==> config.mk <==
export PLATFORM = sky130hd
export DESIGN_NAME = static_linked_list_engine_flat
export DESIGN_NICKNAME = d
export VERILOG_FILES = /design/src/rtl/sll_pkg.sv /design/src/rtl/sll_req_if.sv /design/src/rtl/sll_rsp_if.sv /design/src/rtl/static_linked_list_engine.sv /design/src/rtl/sll_ctrl.sv /design/src/rtl/sll_datapath.sv /design/src/flat_wrapper.sv
export SDC_FILE = /design/constraint.sdc
export NUM_CORES = 2
export LEC_CHECK = 0
export ABC_AREA = 1
export BUFFER_PORTS_ARGS = -buffer_cell sky130_fd_sc_hd__clkbuf_2
export CORE_ASPECT_RATIO = 1.75
export CORE_UTILIZATION = 55
export CTS_CLUSTER_SIZE = 10
export DETAILED_ROUTE_END_ITERATION = 10
export PLACE_DENSITY = 0.76
export SYNTH_ARGS = -nofsm -noshare
export SYNTH_HDL_FRONTEND = slang
export SYNTH_SLANG_ARGS = --single-unit
export TNS_END_PERCENT = 20
==> constraint.sdc <==
create_clock -name clk -period 6.1 [get_ports clk]
set_input_delay 1.83 -clock clk [delete_from_list [all_inputs] [get_ports clk]]
set_output_delay 1.83 -clock clk [all_outputs]
set_load 0.05 [all_outputs]
==> src/rtl/sll_pkg.sv <==
// ----------------------------------------------------------------------------
// sll_pkg
// Shared constants, codes, types and helpers of the static linked list engine.
// ----------------------------------------------------------------------------
package sll_pkg;

    localparam int NODES = 16;
    localparam int IDX_W = $clog2(NODES);
    localparam int KEY_W = 56;
    localparam int ACT_W = 2;
    localparam int ST_W  = 2;

    // node 0 heads the free chain, node 1 heads the list
    localparam logic [IDX_W-1:0] FREE_NODE = '0;
    localparam logic [IDX_W-1:0] HEAD_NODE = IDX_W'(1);
    localparam logic [IDX_W-1:0] LAST_NODE = IDX_W'(NODES - 1);

    localparam logic [ACT_W-1:0] ACT_INSERT = 2'd0;
    localparam logic [ACT_W-1:0] ACT_DELETE = 2'd1;
    localparam logic [ACT_W-1:0] ACT_SEARCH = 2'd2;
    localparam logic [ACT_W-1:0] ACT_READ   = 2'd3;

    localparam logic [ST_W-1:0] ST_OK    = 2'd0;
    localparam logic [ST_W-1:0] ST_FULL  = 2'd1;
    localparam logic [ST_W-1:0] ST_RANGE = 2'd2;

    typedef enum logic [1:0] {RA_FREE, RA_HEAD, RA_LINK, RA_POS} rd_addr_sel_t;
    typedef enum logic [1:0] {WA_FREE, WA_NODE, WA_PREV} wr_addr_sel_t;
    typedef enum logic [1:0] {WD_LINK, WD_NODE, WD_AUX} wr_data_sel_t;
    typedef enum logic [1:0] {RI_ZERO, RI_NODE, RI_RDADDR} res_idx_sel_t;
    typedef enum logic [2:0] {SC_HOLD, SC_LOAD, SC_CLEAR, SC_DEC, SC_INC} step_op_t;

    typedef struct packed {
        logic              load_item;
        logic              link_rd;
        logic              key_rd;
        rd_addr_sel_t      rd_sel;
        logic              link_wr;
        logic              key_wr;
        wr_addr_sel_t      wa_sel;
        wr_data_sel_t      wd_sel;
        logic              node_load;
        logic              aux_load;
        logic              prev_load;
        step_op_t          step_op;
        logic              cnt_inc;
        logic              cnt_dec;
        logic              res_load;
        logic [ST_W-1:0]   res_status;
        res_idx_sel_t      res_idx;
        logic              res_data;
        logic              out_load;
    } dp_cmd_t;

    typedef struct packed {
        logic [ACT_W-1:0] action;
        logic             ins_bad;
        logic             del_bad;
        logic             rd_bad;
        logic             link_zero;
        logic             key_match;
        logic             step_zero;
        logic             step_last;
        logic             out_free;
    } dp_status_t;

    // link held by a node that was never written since reset
    function automatic logic [IDX_W-1:0] link_reset(input logic [IDX_W-1:0] n);
        if (n == FREE_NODE)
            return HEAD_NODE + IDX_W'(1);
        else if (n == HEAD_NODE || n == LAST_NODE)
            return '0;
        else
            return n + IDX_W'(1);
    endfunction

endpackage

==> src/rtl/sll_req_if.sv <==
// ----------------------------------------------------------------------------
// sll_req_if
// Request channel: one list operation per item.
// ----------------------------------------------------------------------------
interface sll_req_if;
    logic                          valid;
    logic                          ready;
    logic [sll_pkg::ACT_W-1:0]     action;
    logic [sll_pkg::IDX_W-1:0]     position;
    logic [sll_pkg::KEY_W-1:0]     key;

    modport source (output valid, action, position, key, input ready);
    modport sink   (input valid, action, position, key, output ready);
endinterface

==> src/rtl/sll_rsp_if.sv <==
// ----------------------------------------------------------------------------
// sll_rsp_if
// Response channel: one result item per request.
// ----------------------------------------------------------------------------
interface sll_rsp_if;
    logic                          valid;
    logic                          ready;
    logic [sll_pkg::ST_W-1:0]      status;
    logic [sll_pkg::IDX_W-1:0]     node_index;
    logic [sll_pkg::KEY_W-1:0]     node_key;
    logic [sll_pkg::IDX_W-1:0]     node_link;
    logic [sll_pkg::IDX_W-1:0]     list_count;

    modport source (output valid, status, node_index, node_key, node_link, list_count,
                    input ready);
    modport sink   (input valid, status, node_index, node_key, node_link, list_count,
                    output ready);
endinterface

==> src/rtl/static_linked_list_engine.sv <==
// ----------------------------------------------------------------------------
// static_linked_list_engine
// Singly linked list with a free chain inside a fixed node store.
// ----------------------------------------------------------------------------
//  channel    dir  fields                                            handshake
//  request    in   action, position, key                             valid/ready
//  response   out  status, node_index, node_key, node_link,          valid/ready
//                  list_count
//
//  One item at a time: no new request is taken until the last is through.
//  Insert and delete walk the list up to the position; search walks until
//  a key matches or the list ends. The walk follows one link per cycle
//  through the single read port of the link store.
//  Reset leaves the store ready at once: per-entry valid bits stand for the
//  reset contents. A waiting response does not block the next request.
// ----------------------------------------------------------------------------
module static_linked_list_engine (
    input  logic       clk,
    input  logic       rst_n,
    sll_req_if.sink    request,
    sll_rsp_if.source  response
);

    sll_pkg::dp_cmd_t    cmd;
    sll_pkg::dp_status_t st;

    sll_ctrl u_ctrl (
        .clk      (clk),
        .rst_n    (rst_n),
        .in_valid (request.valid),
        .in_ready (request.ready),
        .st       (st),
        .cmd      (cmd)
    );

    sll_datapath u_datapath (
        .clk         (clk),
        .rst_n       (rst_n),
        .cmd         (cmd),
        .st          (st),
        .in_action   (request.action),
        .in_position (request.position),
        .in_key      (request.key),
        .out_valid   (response.valid),
        .out_ready   (response.ready),
        .out_status  (response.status),
        .out_index   (response.node_index),
        .out_key     (response.node_key),
        .out_link    (response.node_link),
        .out_count   (response.list_count)
    );

endmodule

==> src/rtl/sll_ctrl.sv <==
// ----------------------------------------------------------------------------
// sll_ctrl
// Sequencer: checks each request, walks the list and orders the link writes.
// ----------------------------------------------------------------------------
module sll_ctrl (
    input  logic                 clk,
    input  logic                 rst_n,
    input  logic                 in_valid,
    output logic                 in_ready,
    input  sll_pkg::dp_status_t  st,
    output sll_pkg::dp_cmd_t     cmd
);

    localparam logic [3:0] S_IDLE      = 4'd0;
    localparam logic [3:0] S_CHECK     = 4'd1;
    localparam logic [3:0] S_INS_FREE  = 4'd2;
    localparam logic [3:0] S_INS_FNEXT = 4'd3;
    localparam logic [3:0] S_WALK      = 4'd4;
    localparam logic [3:0] S_INS_PREV  = 4'd5;
    localparam logic [3:0] S_INS_ZERO  = 4'd6;
    localparam logic [3:0] S_DEL_GN    = 4'd7;
    localparam logic [3:0] S_DEL_ZN    = 4'd8;
    localparam logic [3:0] S_DEL_GONE  = 4'd9;
    localparam logic [3:0] S_DEL_ZERO  = 4'd10;
    localparam logic [3:0] S_SRCH_FIRST = 4'd11;
    localparam logic [3:0] S_SRCH_CMP  = 4'd12;
    localparam logic [3:0] S_READ_DATA = 4'd13;
    localparam logic [3:0] S_DONE      = 4'd14;

    logic [3:0] state_reg;
    logic [3:0] state_next;

    assign in_ready = (state_reg == S_IDLE);

    always_ff @(posedge clk or negedge rst_n)
    begin
        if (!rst_n)
            state_reg <= S_IDLE;
        else
            state_reg <= state_next;
    end

    always_comb
    begin
        state_next = state_reg;
        cmd        = '0;
        case (state_reg)
            S_IDLE:
            begin
                cmd.load_item = in_valid;
                if (in_valid)
                    state_next = S_CHECK;
            end
            S_CHECK:
            begin
                case (st.action)
                    sll_pkg::ACT_INSERT:
                    begin
                        if (st.ins_bad)
                        begin
                            cmd.res_load   = 1'b1;
                            cmd.res_status = sll_pkg::ST_RANGE;
                            state_next     = S_DONE;
                        end
                        else
                        begin
                            cmd.link_rd = 1'b1;
                            cmd.rd_sel  = sll_pkg::RA_FREE;
                            state_next  = S_INS_FREE;
                        end
                    end
                    sll_pkg::ACT_DELETE:
                    begin
                        if (st.del_bad)
                        begin
                            cmd.res_load   = 1'b1;
                            cmd.res_status = sll_pkg::ST_RANGE;
                            state_next     = S_DONE;
                        end
                        else
                        begin
                            cmd.link_rd = 1'b1;
                            cmd.rd_sel  = sll_pkg::RA_HEAD;
                            cmd.step_op = sll_pkg::SC_LOAD;
                            state_next  = S_WALK;
                        end
                    end
                    sll_pkg::ACT_SEARCH:
                    begin
                        cmd.link_rd = 1'b1;
                        cmd.rd_sel  = sll_pkg::RA_HEAD;
                        cmd.step_op = sll_pkg::SC_CLEAR;
                        state_next  = S_SRCH_FIRST;
                    end
                    default:
                    begin
                        if (st.rd_bad)
                        begin
                            cmd.res_load   = 1'b1;
                            cmd.res_status = sll_pkg::ST_RANGE;
                            state_next     = S_DONE;
                        end
                        else
                        begin
                            cmd.link_rd = 1'b1;
                            cmd.key_rd  = 1'b1;
                            cmd.rd_sel  = sll_pkg::RA_POS;
                            state_next  = S_READ_DATA;
                        end
                    end
                endcase
            end
            S_INS_FREE:
            begin
                // read data is the first free node
                if (st.link_zero)
                begin
                    cmd.res_load   = 1'b1;
                    cmd.res_status = sll_pkg::ST_FULL;
                    state_next     = S_DONE;
                end
                else
                begin
                    cmd.node_load = 1'b1;
                    cmd.link_rd   = 1'b1;
                    cmd.rd_sel    = sll_pkg::RA_LINK;
                    state_next    = S_INS_FNEXT;
                end
            end
            S_INS_FNEXT:
            begin
                cmd.aux_load = 1'b1;
                cmd.link_rd  = 1'b1;
                cmd.rd_sel   = sll_pkg::RA_HEAD;
                cmd.step_op  = sll_pkg::SC_LOAD;
                state_next   = S_WALK;
            end
            S_WALK:
            begin
                // read data is the link of the last node visited
                if (!st.step_zero)
                begin
                    cmd.link_rd = 1'b1;
                    cmd.rd_sel  = sll_pkg::RA_LINK;
                    cmd.step_op = sll_pkg::SC_DEC;
                end
                else if (st.action == sll_pkg::ACT_INSERT)
                begin
                    cmd.link_wr   = 1'b1;
                    cmd.wa_sel    = sll_pkg::WA_NODE;
                    cmd.wd_sel    = sll_pkg::WD_LINK;
                    cmd.key_wr    = 1'b1;
                    cmd.prev_load = 1'b1;
                    state_next    = S_INS_PREV;
                end
                else if (st.link_zero)
                begin
                    cmd.res_load   = 1'b1;
                    cmd.res_status = sll_pkg::ST_OK;
                    state_next     = S_DONE;
                end
                else
                begin
                    cmd.node_load = 1'b1;
                    cmd.prev_load = 1'b1;
                    cmd.link_rd   = 1'b1;
                    cmd.rd_sel    = sll_pkg::RA_LINK;
                    state_next    = S_DEL_GN;
                end
            end
            S_INS_PREV:
            begin
                cmd.link_wr = 1'b1;
                cmd.wa_sel  = sll_pkg::WA_PREV;
                cmd.wd_sel  = sll_pkg::WD_NODE;
                state_next  = S_INS_ZERO;
            end
            S_INS_ZERO:
            begin
                cmd.link_wr    = 1'b1;
                cmd.wa_sel     = sll_pkg::WA_FREE;
                cmd.wd_sel     = sll_pkg::WD_AUX;
                cmd.cnt_inc    = 1'b1;
                cmd.res_load   = 1'b1;
                cmd.res_status = sll_pkg::ST_OK;
                cmd.res_idx    = sll_pkg::RI_NODE;
                state_next     = S_DONE;
            end
            S_DEL_GN:
            begin
                cmd.aux_load = 1'b1;
                cmd.link_rd  = 1'b1;
                cmd.rd_sel   = sll_pkg::RA_FREE;
                state_next   = S_DEL_ZN;
            end
            S_DEL_ZN:
            begin
                // unlink the node; read data holds the old free head
                cmd.link_wr = 1'b1;
                cmd.wa_sel  = sll_pkg::WA_PREV;
                cmd.wd_sel  = sll_pkg::WD_AUX;
                state_next  = S_DEL_GONE;
            end
            S_DEL_GONE:
            begin
                cmd.link_wr = 1'b1;
                cmd.wa_sel  = sll_pkg::WA_NODE;
                cmd.wd_sel  = sll_pkg::WD_LINK;
                state_next  = S_DEL_ZERO;
            end
            S_DEL_ZERO:
            begin
                cmd.link_wr    = 1'b1;
                cmd.wa_sel     = sll_pkg::WA_FREE;
                cmd.wd_sel     = sll_pkg::WD_NODE;
                cmd.cnt_dec    = 1'b1;
                cmd.res_load   = 1'b1;
                cmd.res_status = sll_pkg::ST_OK;
                cmd.res_idx    = sll_pkg::RI_NODE;
                state_next     = S_DONE;
            end
            S_SRCH_FIRST:
            begin
                if (st.link_zero)
                begin
                    cmd.res_load   = 1'b1;
                    cmd.res_status = sll_pkg::ST_OK;
                    state_next     = S_DONE;
                end
                else
                begin
                    cmd.link_rd = 1'b1;
                    cmd.key_rd  = 1'b1;
                    cmd.rd_sel  = sll_pkg::RA_LINK;
                    state_next  = S_SRCH_CMP;
                end
            end
            S_SRCH_CMP:
            begin
                if (st.key_match)
                begin
                    cmd.res_load   = 1'b1;
                    cmd.res_status = sll_pkg::ST_OK;
                    cmd.res_idx    = sll_pkg::RI_RDADDR;
                    state_next     = S_DONE;
                end
                else if (st.link_zero || st.step_last)
                begin
                    cmd.res_load   = 1'b1;
                    cmd.res_status = sll_pkg::ST_OK;
                    state_next     = S_DONE;
                end
                else
                begin
                    cmd.link_rd = 1'b1;
                    cmd.key_rd  = 1'b1;
                    cmd.rd_sel  = sll_pkg::RA_LINK;
                    cmd.step_op = sll_pkg::SC_INC;
                end
            end
            S_READ_DATA:
            begin
                cmd.res_load   = 1'b1;
                cmd.res_status = sll_pkg::ST_OK;
                cmd.res_idx    = sll_pkg::RI_RDADDR;
                cmd.res_data   = 1'b1;
                state_next     = S_DONE;
            end
            S_DONE:
            begin
                // hold until the output register is free
                cmd.out_load = st.out_free;
                if (st.out_free)
                    state_next = S_IDLE;
            end
            default:
            begin
                state_next = S_IDLE;
            end
        endcase
    end

endmodule

==> src/rtl/sll_datapath.sv <==
// ----------------------------------------------------------------------------
// sll_datapath
// Node store, walk registers, element count and the output register.
// ----------------------------------------------------------------------------
module sll_datapath (
    input  logic                          clk,
    input  logic                          rst_n,
    input  sll_pkg::dp_cmd_t              cmd,
    output sll_pkg::dp_status_t           st,
    input  logic [sll_pkg::ACT_W-1:0]     in_action,
    input  logic [sll_pkg::IDX_W-1:0]     in_position,
    input  logic [sll_pkg::KEY_W-1:0]     in_key,
    output logic                          out_valid,
    input  logic                          out_ready,
    output logic [sll_pkg::ST_W-1:0]      out_status,
    output logic [sll_pkg::IDX_W-1:0]     out_index,
    output logic [sll_pkg::KEY_W-1:0]     out_key,
    output logic [sll_pkg::IDX_W-1:0]     out_link,
    output logic [sll_pkg::IDX_W-1:0]     out_count
);

    localparam int IDX_W = sll_pkg::IDX_W;
    localparam int KEY_W = sll_pkg::KEY_W;

    // node store
    logic [IDX_W-1:0]         link_mem [sll_pkg::NODES];
    logic [KEY_W-1:0]         key_mem  [sll_pkg::NODES];
    logic [sll_pkg::NODES-1:0] link_vld_reg;
    logic [sll_pkg::NODES-1:0] key_vld_reg;

    logic [IDX_W-1:0]         link_rd_reg;
    logic [KEY_W-1:0]         key_rd_reg;
    logic                     link_rd_vld_reg;
    logic                     key_rd_vld_reg;
    logic [IDX_W-1:0]         rd_addr_reg;

    // item and walk registers
    logic [sll_pkg::ACT_W-1:0] act_reg;
    logic [IDX_W-1:0]         pos_reg;
    logic [KEY_W-1:0]         key_reg;
    logic [IDX_W-1:0]         node_reg;
    logic [IDX_W-1:0]         prev_reg;
    logic [IDX_W-1:0]         aux_reg;
    logic [IDX_W-1:0]         step_reg;
    logic [IDX_W-1:0]         step_next;
    logic [IDX_W-1:0]         cnt_reg;

    // result staging and output
    logic [sll_pkg::ST_W-1:0] res_status_reg;
    logic [IDX_W-1:0]         res_idx_reg;
    logic [KEY_W-1:0]         res_key_reg;
    logic [IDX_W-1:0]         res_link_reg;
    logic                     out_valid_reg;
    logic [sll_pkg::ST_W-1:0] out_status_reg;
    logic [IDX_W-1:0]         out_index_reg;
    logic [KEY_W-1:0]         out_key_reg;
    logic [IDX_W-1:0]         out_link_reg;
    logic [IDX_W-1:0]         out_count_reg;

    logic [IDX_W-1:0]         link_data;
    logic [KEY_W-1:0]         key_data;
    logic [IDX_W-1:0]         rd_addr;
    logic [IDX_W-1:0]         wr_addr;
    logic [IDX_W-1:0]         wr_data;
    logic [IDX_W-1:0]         res_idx;
    logic                     out_free;

    // never-written entries read as their reset contents
    assign link_data = link_rd_vld_reg ? link_rd_reg : sll_pkg::link_reset(rd_addr_reg);
    assign key_data  = key_rd_vld_reg ? key_rd_reg : '0;

    always_comb
    begin
        case (cmd.rd_sel)
            sll_pkg::RA_FREE: rd_addr = sll_pkg::FREE_NODE;
            sll_pkg::RA_HEAD: rd_addr = sll_pkg::HEAD_NODE;
            sll_pkg::RA_LINK: rd_addr = link_data;
            sll_pkg::RA_POS:  rd_addr = pos_reg;
            default:          rd_addr = sll_pkg::FREE_NODE;
        endcase
    end

    always_comb
    begin
        case (cmd.wa_sel)
            sll_pkg::WA_FREE: wr_addr = sll_pkg::FREE_NODE;
            sll_pkg::WA_NODE: wr_addr = node_reg;
            sll_pkg::WA_PREV: wr_addr = prev_reg;
            default:          wr_addr = sll_pkg::FREE_NODE;
        endcase
    end

    always_comb
    begin
        case (cmd.wd_sel)
            sll_pkg::WD_LINK: wr_data = link_data;
            sll_pkg::WD_NODE: wr_data = node_reg;
            sll_pkg::WD_AUX:  wr_data = aux_reg;
            default:          wr_data = link_data;
        endcase
    end

    always_comb
    begin
        case (cmd.res_idx)
            sll_pkg::RI_ZERO:   res_idx = '0;
            sll_pkg::RI_NODE:   res_idx = node_reg;
            sll_pkg::RI_RDADDR: res_idx = rd_addr_reg;
            default:            res_idx = '0;
        endcase
    end

    always_comb
    begin
        case (cmd.step_op)
            sll_pkg::SC_HOLD:  step_next = step_reg;
            sll_pkg::SC_LOAD:  step_next = pos_reg - IDX_W'(1);
            sll_pkg::SC_CLEAR: step_next = '0;
            sll_pkg::SC_DEC:   step_next = step_reg - IDX_W'(1);
            sll_pkg::SC_INC:   step_next = step_reg + IDX_W'(1);
            default:           step_next = step_reg;
        endcase
    end

    always_ff @(posedge clk)
    begin
        if (cmd.link_wr)
            link_mem[wr_addr] <= wr_data;
        if (cmd.link_rd)
            link_rd_reg <= link_mem[rd_addr];
    end

    always_ff @(posedge clk)
    begin
        if (cmd.key_wr)
            key_mem[node_reg] <= key_reg;
        if (cmd.key_rd)
            key_rd_reg <= key_mem[rd_addr];
    end

    always_ff @(posedge clk or negedge rst_n)
    begin
        if (!rst_n)
        begin
            link_vld_reg    <= '0;
            key_vld_reg     <= '0;
            link_rd_vld_reg <= 1'b0;
            key_rd_vld_reg  <= 1'b0;
            cnt_reg         <= '0;
            out_valid_reg   <= 1'b0;
        end
        else
        begin
            if (cmd.link_wr)
                link_vld_reg[wr_addr] <= 1'b1;
            if (cmd.key_wr)
                key_vld_reg[node_reg] <= 1'b1;
            if (cmd.link_rd)
                link_rd_vld_reg <= link_vld_reg[rd_addr];
            if (cmd.key_rd)
                key_rd_vld_reg <= key_vld_reg[rd_addr];
            if (cmd.cnt_inc)
                cnt_reg <= cnt_reg + IDX_W'(1);
            else if (cmd.cnt_dec)
                cnt_reg <= cnt_reg - IDX_W'(1);
            if (cmd.out_load)
                out_valid_reg <= 1'b1;
            else if (out_ready)
                out_valid_reg <= 1'b0;
        end
    end

    always_ff @(posedge clk)
    begin
        if (cmd.load_item)
        begin
            act_reg <= in_action;
            pos_reg <= in_position;
            key_reg <= in_key;
        end
        if (cmd.link_rd)
            rd_addr_reg <= rd_addr;
        if (cmd.node_load)
            node_reg <= link_data;
        if (cmd.prev_load)
            prev_reg <= rd_addr_reg;
        if (cmd.aux_load)
            aux_reg <= link_data;
        step_reg <= step_next;
        if (cmd.res_load)
        begin
            res_status_reg <= cmd.res_status;
            res_idx_reg    <= res_idx;
            res_key_reg    <= cmd.res_data ? key_data : '0;
            res_link_reg   <= cmd.res_data ? link_data : '0;
        end
        if (cmd.out_load)
        begin
            out_status_reg <= res_status_reg;
            out_index_reg  <= res_idx_reg;
            out_key_reg    <= res_key_reg;
            out_link_reg   <= res_link_reg;
            out_count_reg  <= cnt_reg;
        end
    end

    assign out_free = !out_valid_reg || out_ready;

    always_comb
    begin
        st.action    = act_reg;
        st.ins_bad   = (pos_reg == '0) ||
                       ({1'b0, pos_reg} > ({1'b0, cnt_reg} + (IDX_W+1)'(1)));
        st.del_bad   = (pos_reg == '0) || (pos_reg > cnt_reg);
        st.rd_bad    = ({1'b0, pos_reg} >= (IDX_W+1)'(sll_pkg::NODES));
        st.link_zero = (link_data == '0);
        st.key_match = (key_data == key_reg);
        st.step_zero = (step_reg == '0);
        st.step_last = (step_reg == sll_pkg::LAST_NODE);
        st.out_free  = out_free;
    end

    assign out_valid  = out_valid_reg;
    assign out_status = out_status_reg;
    assign out_index  = out_index_reg;
    assign out_key    = out_key_reg;
    assign out_link   = out_link_reg;
    assign out_count  = out_count_reg;

`ifndef ASSERT_OFF
    a_count_bound: assert property (@(posedge clk) disable iff (!rst_n)
        {1'b0, cnt_reg} <= (IDX_W+1)'(sll_pkg::NODES - 2))
        else $error("list count beyond store capacity");

    a_count_on_ok: assert property (@(posedge clk) disable iff (!rst_n)
        (cmd.cnt_inc || cmd.cnt_dec) |-> (cmd.res_load && cmd.res_status == sll_pkg::ST_OK))
        else $error("list count changed without a successful result");

    a_out_free: assert property (@(posedge clk) disable iff (!rst_n)
        cmd.out_load |-> out_free)
        else $error("output register overwritten while its item waits");

    a_no_node_zero: assert property (@(posedge clk) disable iff (!rst_n)
        cmd.key_wr |-> (node_reg != sll_pkg::FREE_NODE && node_reg != sll_pkg::HEAD_NODE))
        else $error("key written into a fixed head node");
`endif

endmodule
==> src/flat_wrapper.sv <==
// flat-port wrapper written by rule: the top's interface ports become plain ports
module static_linked_list_engine_flat 
  (clk, rst_n, request_valid, request_action, request_position, request_key, request_ready, response_valid, response_status, response_node_index, response_node_key, response_node_link, response_list_count, response_ready);
  sll_req_if request_i ();
  sll_rsp_if response_i ();
  input  logic clk;
  input  logic rst_n;
  input wire logic [$bits(request_i.valid)-1:0] request_valid;
  input wire logic [$bits(request_i.action)-1:0] request_action;
  input wire logic [$bits(request_i.position)-1:0] request_position;
  input wire logic [$bits(request_i.key)-1:0] request_key;
  output wire logic [$bits(request_i.ready)-1:0] request_ready;
  output wire logic [$bits(response_i.valid)-1:0] response_valid;
  output wire logic [$bits(response_i.status)-1:0] response_status;
  output wire logic [$bits(response_i.node_index)-1:0] response_node_index;
  output wire logic [$bits(response_i.node_key)-1:0] response_node_key;
  output wire logic [$bits(response_i.node_link)-1:0] response_node_link;
  output wire logic [$bits(response_i.list_count)-1:0] response_list_count;
  input wire logic [$bits(response_i.ready)-1:0] response_ready;
  assign request_i.valid = request_valid;
  assign request_i.action = request_action;
  assign request_i.position = request_position;
  assign request_i.key = request_key;
  assign request_ready = request_i.ready;
  assign response_valid = response_i.valid;
  assign response_status = response_i.status;
  assign response_node_index = response_i.node_index;
  assign response_node_key = response_i.node_key;
  assign response_node_link = response_i.node_link;
  assign response_list_count = response_i.list_count;
  assign response_i.ready = response_ready;
  static_linked_list_engine u_core (.clk(clk), .rst_n(rst_n), .request(request_i), .response(response_i));
endmodule
# Word level (Yosys, flattened, before mapping)
# Memory sizes are Yosys's and may differ from the RTL's. A register that Yosys moved wholly into a read port is not among the register bits.
# Index checks and enable logic that the tools add are counted.
# op_classes
n_lt_le_gt_ge	7
n_mux	89
n_eq_ne	37
addsub	7
bitwise	2
n_reduce_logical	24
# ops
op	n
4-bit two-way mux	18
56-bit == test	1
56-bit two-way mux	1
4-bit one-hot mux with 13 select lines	1
4-bit == test (second input constant)	9
16-bit OR	2
4-bit one-hot mux with 4 select lines	2
3-bit two-way mux	10
1-bit two-way mux	28
4-bit one-hot mux with 2 select lines	3
4-bit one-hot mux with 6 select lines	1
4-bit logical NOT	5
3-bit one-hot mux with 6 select lines	1
4-bit by 3-bit == test with 1-bit output (second input constant)	4
4-bit by 5-bit < comparator with 1-bit output (second input constant)	3
4-bit by 1-bit adder with 4-bit output (second input constant)	3
2-bit == test (second input constant)	6
2-bit two-way mux	6
2-bit one-hot mux with 3 select lines	2
2-bit one-hot mux with 6 select lines	1
3-bit one-hot mux with 4 select lines	1
4-bit one-hot mux with 3 select lines	1
4-bit by 1-bit subtractor with 4-bit output (second input constant)	3
2-bit by 1-bit == test with 1-bit output (second input constant)	5
other kinds (30)	49
# word_totals
word_cells	192
in_bits	66
mem_count	2
reg_bits	261
ram_bits	960
output_inout_bits	72
# mem_list
name	words	word_bits	read_ports	rd_clocked_by_memory_dff	wr	line_no	source
u_core.u_datapath.key_mem	16	56	1	1	1	sll_datapath.sv:27	logic [KEY_W-1:0] key_mem [sll_pkg::NODES];
u_core.u_datapath.link_mem	16	4	1	1	1	sll_datapath.sv:26	logic [IDX_W-1:0] link_mem [sll_pkg::NODES];

# Longest topological paths before layout
# depth
word_depth	17
depth_mapped	26
depth_no_buf	22

# Modules after synthesis
# A second synthesis with hierarchy kept.
# hier_totals
cells_unflattened	3892
area_unflattened_um2	51668.3
# modules_own_cells
mod	seq_area_each_um2	area_each_um2	n_inst	cells_per_inst
sll_datapath	38151.6	50787.5	1	3733
sll_ctrl	100.1	880.8	1	159

# Least setup slack after synthesis
# Ideal clock, no wire load.
# synth_timing
kind	in2reg
from	in response_ready
to	reg u_core.u_datapath.out_count_reg[0] (netlist: u_core.u_datapath.out_count[0]), enable pin
slack_ns	0.800
arrival_time_ns	4.801
path_buffers	0
t_required_ns	5.601
setup_ns	0.499
path_stages	2
path_cell_list	nor2_1 > nor2_1
# synth_rtl
item	line_no	source
from (decl)	flat_wrapper.sv:19	input wire logic [$bits(response_i.ready)-1:0] response_ready;
to (signal assigned)	sll_datapath.sv:203	out_count_reg <= cnt_reg;
to (decl)	sll_datapath.sv:58	logic [IDX_W-1:0] out_count_reg;

# Worst setup path after layout
# layout_timing
from	reg u_core.u_datapath.key_rd_vld_reg
to	reg u_core.u_datapath.key_rd_reg[29], read port of u_core.u_datapath.key_mem, data pin
# layout_via
elab_chain_cells	6
elab_cells_between_ends	10
classes_between	eq/ne (4); mux (5); reduce/logical (1)
# layout_lines
item	line_no	source
from (decl)	sll_datapath.sv:34	logic key_rd_vld_reg;
from (signal assigned)	sll_datapath.sv:161	key_rd_vld_reg <= key_vld_reg[rd_addr];
56-bit two-way mux *	sll_datapath.sv:70	assign key_data = key_rd_vld_reg ? key_rd_reg : '0;
56-bit == test *	sll_datapath.sv:217	st.key_match = (key_data == key_reg);
4-bit two-way mux *	sll_ctrl.sv:240	if (st.key_match)
2-bit one-hot mux with 6 select lines	sll_ctrl.sv:47	case (state_reg)
2-bit == test (tied with other cells)	sll_datapath.sv:74	case (cmd.rd_sel)
4-bit one-hot mux with 4 select lines	sll_datapath.sv:74	
to (decl)	sll_datapath.sv:32	logic [KEY_W-1:0] key_rd_reg;
# Every way passes the cells marked *; elsewhere a longest branch is shown, timed or not.
# A chain may end at the register's enable or synchronous reset.

==> results.ini <==
[status]
status=completed

[finish]
largestRegisters=u_core.u_datapath.key_mem x896, u_core.u_datapath.link_mem x64
num_antenna_cells=0
largest_reg_flops=896
synthToLayoutAreaGrowth_pct=11.5
nets=4091
top_register=u_core.u_datapath.key_mem
fillers=6769
drive_gt1_share_pct=10.7
instances_no_fill=5228
stdcell_area_um2=58000

[setup_path]
worst_ep_required_time_ns=6.71
startpoint=u_core.u_datapath.key_rd_vld_reg$_DFFE_PN0P_
crit_fanout=118
r2r-start=u_core.u_datapath.key_rd_vld_reg$_DFFE_PN0P_
critPathMaxStageDelay_ns=0.85
critical_path.cell_chain=buf_12, nand2_1, nand2_1, nand2_1, nor2_1, nand2_1, nor2_1, nand2_1, nor2_1, nand2_1, nand3_2, nand2_4, a22oi_4, buf_12, buf_4, o211ai_1, nand3_1, nand3_1, nand2_1
arrival_ns=5.93
ff2ff_setup_slack_ns=0.78
slowest_stage=buf_4
crit_type=flip-flop to flip-flop
timing.rr.end=u_core.u_datapath.key_rd_reg[29]$_DFFE_PP_
crit_path_end_kind=flip-flop
crit_top_cell=nand2_1
cp-start-kind=flip-flop
reg2reg_depth=19

[clock_tree]
insertion_delay_ns=0.75
cts_buffer_depth=3
ctsHoldBuffers=0
ctsResizeCount=0
cts_setup_buffers=0
cts.sinks=1281
cts_buffers=146
cts_tree=done
path_clk_slew_ns=0.06
cts_root_buf=clkbuf_16
htreeDepth=4

[yosys]
synth.yosys.seq_area_share_pct=73.5
syn_area_per_cell_um2=13.5
synthTopCellsByArea=edfxtp_1 (71%), nand3_1 (4.0%), o211ai_1 (3.3%)
synthFlopType=edfxtp_1
synthTopCellsByCount=edfxtp_1 (1238), nand3_1 (421), nand2_1 (313), inv_1 (235), o211ai_1 (231)
ys_ff_latch=1281
synth_edf_count=1238
synthArstFlopShare_pct=3.36
syn_area_um2=52000
synth.distinct_cells=50
synth_top_area_cell=edfxtp_1
synthesis.nets=3959
synth_cells=3862
yosys_warnings=0
yosysMostFrequentCell=edfxtp_1
synth.top_cell.area_share_pct=71.5

[placed_design]
post_dp_cell_area_um2=54000
port_buffers=137
place_congestion=0.886
dp_cells=5045
hpwl_mm=66.5

[sta]
period_needed_ns=5.32
worst_pin_slew_ns=1.28
relSlewSlack_pct=14.2
setup_violations=0
grt_setup_unrepaired=false
max_freq_mhz=188
fin_skew_ns=0.0291
hold-worst-slack_ns=0.407
post-route-period-util_pct=87.3
hold_viol=0
tns_ns=0
drv_slew=0

[global_routing]
grt_pass1_wl_mm=190
grt_pass1_vias=32400
antenna_found_initial=1
grt_use_total_pct=26.8
grt_overflow_total=0
grt_max_degree=242

[die]
ios=138
start_util_pct=55.7
die_h_um=409
std_cell_rows=148
die-width_um=234
core_region_area_um2=93300
dieArea_um2=95900

[hold_path]
worstHoldEndpoint=u_core.u_datapath.out_link[2]$_DFFE_PP_
min-delay-start=u_core.u_datapath.res_link_reg[2]$_SDFFCE_PN0P_
worstHoldPathType=flip-flop to flip-flop
hold_depth=0

[power_and_ir_drop]
p_per_area_nw_per_um2=592
peakVddDrop_mv=0.935
total_power_mw=34.4
static-leakage-power_nw=20.1

[route]
ant_nets=0
avgViaCountPerCell=6.16
drt_iter0_markers=3569
wire_per_inst_um=24.3
dr.pass1.iters=6
vias=32200
drc=0
wirelength_mm=127

[run]
drv_cap=0

## cell type report
type	count	area, um2	share of cell area [%]
Timing Repair Buffer	206	1400	2.42
Inverter	268	1020	1.76
Clock buffer	176	3920	6.75
Clock inverter	6	45.0	0.0777
Sequential cell	1281	38300	66.0
Tap cell	1200	1500	2.59
Multi-Input combinational cell	2091	11900	20.5
## critical path, delay by kind of cell, from the launching register on
family / cells / cell delay, ns
buffers and inverters: 3 / 1.77
DFF: 1 / 0.74
and+or+nand+nor: 14 / 2.03
AOI/OAI and AO/OA: 2 / 0.51
## cell usage in the layout (no fill, tap or decap), drive strengths merged
cell / n
a211oi: 2
a21oi: 19
a22oi: 5
a31oi: 1
a41oi: 1
and2: 1
buf: 69
clkbuf: 313
clkinv: 29
dfrtp: 43
edfxtp: 1238
fa: 2
ha: 29
inv: 245
mux2i: 1
nand2: 319
nand3: 423
nand3b: 34
nand4: 23
nor2: 178
nor3: 4
nor4: 3
o211ai: 241
o21ai: 427
o21bai: 102
o22ai: 6
o31ai: 1
or2: 243
xnor2: 7
xor2: 19
## kinds of logic (layout without fill, tap and decap cells)
group | count (synthesis) | count (layout) | synth area share [%]
flops | 1281 | 1281 | 73.5
simple gates | 1228 | 1228 | 11.6
compound gates | 805 | 805 | 9.64
buf+inv | 490 | 656 | 4.01
fa+ha+maj | 31 | 31 | 0.774
xor+xnor | 26 | 26 | 0.438
mux | 1 | 1 | 0.0192
## report_power, final
group          switching, mW  internal (mW)
Combinational           10.3           4.66
Clock                   3.14           4.44
Sequential             0.595           11.3
## through the flow
step	utilization, %	setup slack [ns]
after floorplan	-	0.800
after global placement	57.9	1.12
after detailed placement	57.9	0.954
after CTS	62.1	0.887
after global routing	62.2	0.483
final	62.2	0.777
## per-layer routing
| layer | GRT usage [%] | routed length (um) |
|---|---|---|
| met5 | 0 | 16 |
| met4 | 14.1 | 6360 |
| met3 | 4.66 | 10300 |
| met2 | 45.0 | 64500 |
| met1 | 33.0 | 46100 |
## worst max path at each step
stage,to,depth (start not counted)
after floorplan,u_core.u_datapath.out_count[0]$_DFFE_PP_,2
after global placement,u_core.u_datapath.key_rd_reg[9]$_DFFE_PP_,19
after detailed placement,u_core.u_datapath.key_rd_reg[29]$_DFFE_PP_,19
after CTS,u_core.u_datapath.key_rd_reg[29]$_DFFE_PP_,19
after global routing,u_core.u_datapath.key_rd_reg[15]$_DFFE_PP_,20
final,u_core.u_datapath.key_rd_reg[29]$_DFFE_PP_,19
Power figures use the tool's default switching activity.
